==> src/hdl/rcwc_pkg.sv <==
`default_nettype none
package rcwc_pkg;

    localparam int TEX_DIM         = 64;
    localparam int GRID_UNIT       = 64;
    localparam int MAX_ROWS        = 1024;
    localparam int COS_TABLE_DEPTH = 1024;

    localparam int TEX_BITS  = $clog2(TEX_DIM);
    localparam int TEX_DEPTH = 4 * TEX_DIM * TEX_DIM;
    localparam int TADDR_W   = 14;

    localparam int HEIGHT_W = 20;
    localparam int STEP_W   = 24;

    // Divider numerator width: enough for both the height and the step quotient
    localparam int NUM_H_W = $clog2(GRID_UNIT * 16) + 16;
    localparam int NUM_S_W = TEX_BITS + 17;
    localparam int DIV_NW  = (NUM_H_W > NUM_S_W) ? NUM_H_W : NUM_S_W;
    localparam int DIV_DW  = HEIGHT_W;
    localparam int DIV_CW  = $clog2(DIV_NW);

    localparam int QUEUE_DEPTH = 4;
    localparam int QPTR_W      = $clog2(QUEUE_DEPTH);

    localparam int S_TDATA_W = 128;

    typedef enum logic [1:0] {
        FUNC_TEXEL  = 2'd0,
        FUNC_COLUMN = 2'd1,
        FUNC_ROW    = 2'd2,
        FUNC_NONE   = 2'd3
    } func_t;

    typedef enum logic [1:0] {
        REGION_CEIL  = 2'd0,
        REGION_WALL  = 2'd1,
        REGION_FLOOR = 2'd2,
        REGION_NONE  = 2'd3
    } region_t;

    typedef enum logic [1:0] {
        CFG_PROJ_SCALE = 2'd0,
        CFG_SCREEN_H   = 2'd1,
        CFG_CEIL_COLOR = 2'd2,
        CFG_FLOOR_COLOR = 2'd3
    } cfg_index_t;

    typedef struct packed {
        logic [15:0] projection_scale;
        logic [10:0] screen_height;
        logic [23:0] ceiling_color;
        logic [23:0] floor_color;
    } cfg_t;

    typedef struct packed {
        func_t       func;
        logic [13:0] texel_address;
        logic [23:0] texel_color;
        logic [19:0] ray_distance;
        logic [11:0] ray_angle;
        logic [11:0] player_angle;
        logic        hit_vertical;
        logic        facing_left;
        logic        facing_up;
        logic [15:0] hit_x;
        logic [15:0] hit_y;
        logic [9:0]  row;
    } item_t;

endpackage
`default_nettype wire

==> src/hdl/rcwc_front.sv <==
`default_nettype none
module rcwc_front (
    input  wire logic                          aclk,
    input  wire logic                          aresetn,
    input  wire logic                          s_tvalid,
    output logic                               s_tready,
    // texel_address, texel_color, ray_distance, ray_angle, player_angle,
    // hit_vertical, facing_left, facing_up, hit_x, hit_y, row, zero pad
    input  wire logic [rcwc_pkg::S_TDATA_W-1:0] s_tdata,
    // func
    input  wire logic [1:0]                    s_tuser,
    output logic                               q_valid,
    output rcwc_pkg::item_t                    q_item,
    input  wire logic                          q_pop
);
    import rcwc_pkg::*;

    item_t             entry_reg [QUEUE_DEPTH];
    logic [QPTR_W-1:0] wr_ptr_reg, rd_ptr_reg;
    logic [QPTR_W:0]   count_reg;
    item_t             decoded;
    logic              push;
    logic              pop;

    // Unpack the request into its fields
    always_comb begin
        decoded.func          = func_t'(s_tuser);
        decoded.texel_address = s_tdata[13:0];
        decoded.texel_color   = s_tdata[37:14];
        decoded.ray_distance  = s_tdata[57:38];
        decoded.ray_angle     = s_tdata[69:58];
        decoded.player_angle  = s_tdata[81:70];
        decoded.hit_vertical  = s_tdata[82];
        decoded.facing_left   = s_tdata[83];
        decoded.facing_up     = s_tdata[84];
        decoded.hit_x         = s_tdata[100:85];
        decoded.hit_y         = s_tdata[116:101];
        decoded.row           = s_tdata[126:117];
    end

    assign s_tready = (count_reg != (QPTR_W+1)'(QUEUE_DEPTH));
    assign q_valid  = (count_reg != '0);
    assign q_item   = entry_reg[rd_ptr_reg];
    assign pop      = q_pop && q_valid;

    // Drop unused selector codes, queue the rest
    always_comb begin
        case (decoded.func)
            FUNC_TEXEL, FUNC_COLUMN, FUNC_ROW: push = s_tvalid && s_tready;
            default:                           push = 1'b0;
        endcase
    end

    always_ff @(posedge aclk) begin
        if (push) begin
            entry_reg[wr_ptr_reg] <= decoded;
        end
    end

    // Advance pointers and fill count
    always_ff @(posedge aclk) begin
        if (!aresetn) begin
            wr_ptr_reg <= '0;
            rd_ptr_reg <= '0;
            count_reg  <= '0;
        end else begin
            if (push) begin
                wr_ptr_reg <= wr_ptr_reg + 1'b1;
            end
            if (pop) begin
                rd_ptr_reg <= rd_ptr_reg + 1'b1;
            end
            if (push && !pop) begin
                count_reg <= count_reg + 1'b1;
            end else if (pop && !push) begin
                count_reg <= count_reg - 1'b1;
            end
        end
    end

endmodule
`default_nettype wire

==> config.mk <==
export PLATFORM = sky130hd
export DESIGN_NAME = rcwc_front
export DESIGN_NICKNAME = d
export VERILOG_FILES = /design/src/hdl/rcwc_pkg.sv /design/src/hdl/rcwc_front.sv
export SDC_FILE = /design/constraint.sdc
export NUM_CORES = 1
export LEC_CHECK = 0
export ABC_AREA = 1
export ABC_CLOCK_PERIOD_IN_PS = 13900
export BUFFER_PORTS_ARGS = -buffer_cell sky130_fd_sc_hd__buf_4
export CORE_AREA = 2 2 212 214
export DETAILED_ROUTE_END_ITERATION = 8
export DIE_AREA = 0 0 214 216
export SLEW_MARGIN = 25
export SYNTH_ARGS = -nofsm -noshare
export SYNTH_HDL_FRONTEND = slang
export SYNTH_SLANG_ARGS = --single-unit
==> constraint.sdc <==
create_clock -name aclk -period 13.9 [get_ports aclk]
set_input_delay 2.78 -clock aclk [delete_from_list [all_inputs] [get_ports aclk]]
set_output_delay 2.78 -clock aclk [all_outputs]
set_load 0.01 [all_outputs]
==> results.json <==
{
  "clock_sinks": 525,
  "post-place-ws_ns": 7.36,
  "yosysWarnings": 0,
  "slew_violations": 0,
  "synth_edf_count": 516,
  "ctsResizeCount": 0,
  "p_leak_nw": 8.17,
  "timing_worst_setup_path_type": "flop to output port",
  "dieArea_um2": 46200,
  "dpl-instance-area_um2": 21900,
  "die_w_um": 214,
  "hold_start": "rd_ptr_reg[1]$_SDFFE_PN0P_",
  "fin_crit_sh": 0.432,
  "startpoint_type": "flop",
  "async_flop_share": 0,
  "vdd_drop_max_v": 0.000122,
  "antenna_found_initial": 3,
  "power.total_mw": 4.30,
  "dr.pass1.iters": 5,
  "setup_slack_ns": 7.90,
  "maxCapViolations": 0,
  "hold_viol": 0,
  "routed_wl_um": 43200,
  "tns_ns": 0,
  "portBuffers": 263,
  "largest_reg_flops": 516,
  "syn_avg_cell_area_um2": 14.9,
  "clock_latency_ns": 0.59,
  "grt_pass1_wl_um": 65200,
  "place_hpwl_um": 23200,
  "wl_per_cell_um": 19.6,
  "drt-initial-drc-count": 790,
  "cts.clk_slew.worst_paths_ns": 0.06,
  "grt_max_degree": 173,
  "vias": 11500,
  "io_pins": 265,
  "grt.overflow.total": 0,
  "power_density_nw_per_um2": 182,
  "ys_ff_latch": 525,
  "tritoncts.num_buffers": 53,
  "fmax_mhz": 167,
  "synthCells": 1317,
  "r2r_setup_slack_ns": 10.28,
  "synth_nets": 1457,
  "critPathArrivalTime_ns": 3.22,
  "hp-class": "flop to flop",
  "track_usage": 0.183,
  "gp_congestion": 0.712,
  "ant_nets": 0,
  "clock_skew_ns": 0.0226,
  "cts_tree": "built",
  "endpoint": "q_item[38]",
  "grt_pass1_vias": 11400,
  "ff2ff_path_depth": 6,
  "cts_setup_buffers": 0,
  "worst_r2r_endpoint": "entry_reg[1][95]$_DFFE_PP_",
  "vias_per_cell": 5.24,
  "synth_area_um2": 19600,
  "die_y_um": 216,
  "max-slew-margin-rel": 0.302,
  "postLayoutCellArea_um2": 23600,
  "min_period_ns": 6.00,
  "cts_hold_buf": 0,
  "r2r_start": "count_reg[0]$_SDFFE_PN0P_",
  "layout-drive-gt1-share": 0.221,
  "clockRootBuffer": "clkbuf_16",
  "required_ns": 11.12,
  "worst_pin_slew_ns": 1.05,
  "synth_cell_types": 19,
  "path_max_fanout": 172,
  "utilization": 0.538,
  "syn_to_final_growth_pct": 20.3,
  "cts_max_path_buffers": 3,
  "core_um2": 43800,
  "htreeDepth": 2,
  "synth_top_flop_cell": "edfxtp_1",
  "rows": 77,
  "setup_viol": 0,
  "post-route-drc-count": 0,
  "end_kind": "output port",
  "layout.nets": 1706,
  "ys_seq_area_frac": 0.799,
  "grt_setup_unrepaired": "no",
  "outcome": "complete, no violations",
  "start_util": 0.448
}
==> cell usage after synthesis, drive strengths merged (4+ instances only) <==
master / n / area share
a21oi: 4 / 0.0010
buf: 45 / 0.021
clkbuf: 39 / 0.0078
dfxtp: 9 / 0.0092
edfxtp: 516 / 0.79
ha: 5 / 0.0032
inv: 17 / 0.0034
nand2: 16 / 0.0031
nand3: 4 / 0.0010
nor2: 272 / 0.052
o21ai: 259 / 0.066
o22ai: 129 / 0.041
==> critical path, cell delays in order (launching register included) <==
cell and delay [ns]:
dfxtp_4 0.36, inv_8 0.64, buf_4 0.89, o21ai_1 0.11
o22ai_1 0.22, buf_4 0.17
==> worst min path at each step <==
stage | endpoint | slack [ns] | cells past startpoint
floorplan | flop | 0.46 | 2
global placement | flop | 0.48 | 2
detailed placement | rd_ptr_reg[0]$_SDFFE_PN0P_ | 0.50 | 2
CTS | flop | 0.50 | 2
global route | flop | 0.54 | 2
finish | flop | 0.50 | 2
==> cell type report <==
| cell class | instances | area, um^2 |
|---|---|---|
| fillers | 3602 | 20200 |
| multi-input cells | 691 | 3350 |
| repair buffers | 278 | 2110 |
| diodes | 1 | 2.50 |
| well taps | 592 | 741 |
| flip-flops and latches | 525 | 15700 |
| clock buffers | 65 | 1410 |
| inverters | 17 | 76.3 |
| clock inverters | 32 | 228 |
==> placed cells by master, fill, tap and decap left out, types with 5 or more instances in the layout <==
master / n
clkinv_2: 7
inv_1: 15
clkbuf_1: 10
edfxtp_1: 516
o22ai_1: 129
dfxtp_1: 7
o21ai_1: 94
ha_1: 5
nor2_1: 268
nand2_1: 16
clkbuf_16: 55
buf_4: 276
clkinv_1: 18
o21ai_0: 165
==> cells by family (layout without fill, tap and decap cells) <==
group / count (synthesis) / count (layout) / synth area share
XOR/XNOR: 1 / 1 / 0.000446
flip-flops: 525 / 525 / 0.799
AND/OR/NAND/NOR: 292 / 292 / 0.0561
adder cells (fa/ha/maj): 6 / 6 / 0.00421
buffers and inverters: 101 / 392 / 0.0323
AO/OA/AOI/OAI: 392 / 392 / 0.108
other: 0 / 1 / 0
==> per-stage QoR <==
step	hold slack (ns)	std cells
4_1_cts	0.503	2199
2_1_floorplan	0.465	1317
6_report	0.502	2201
3_5_place_dp	0.495	2102
3_3_place_gp	0.485	2102
5_1_grt	0.536	2200
==> routing by layer <==
metal  share of wire  GRT usage  up-vias  wire, um
met5         0.00065          0        -        28
met2            0.48      0.299      291     20600
met1            0.43      0.235     5699     18500
met3           0.074     0.0578       55      3220
li1                -          -     5474         -
met4           0.018     0.0529        4       770
==> power breakdown <==
part	internal (mW)	switching, mW
registers	1.88	0.0377
clock network	0.775	0.573
logic	0.394	0.640
total	3.05	1.25
No activity file was read; power rests on OpenSTA's default activity.
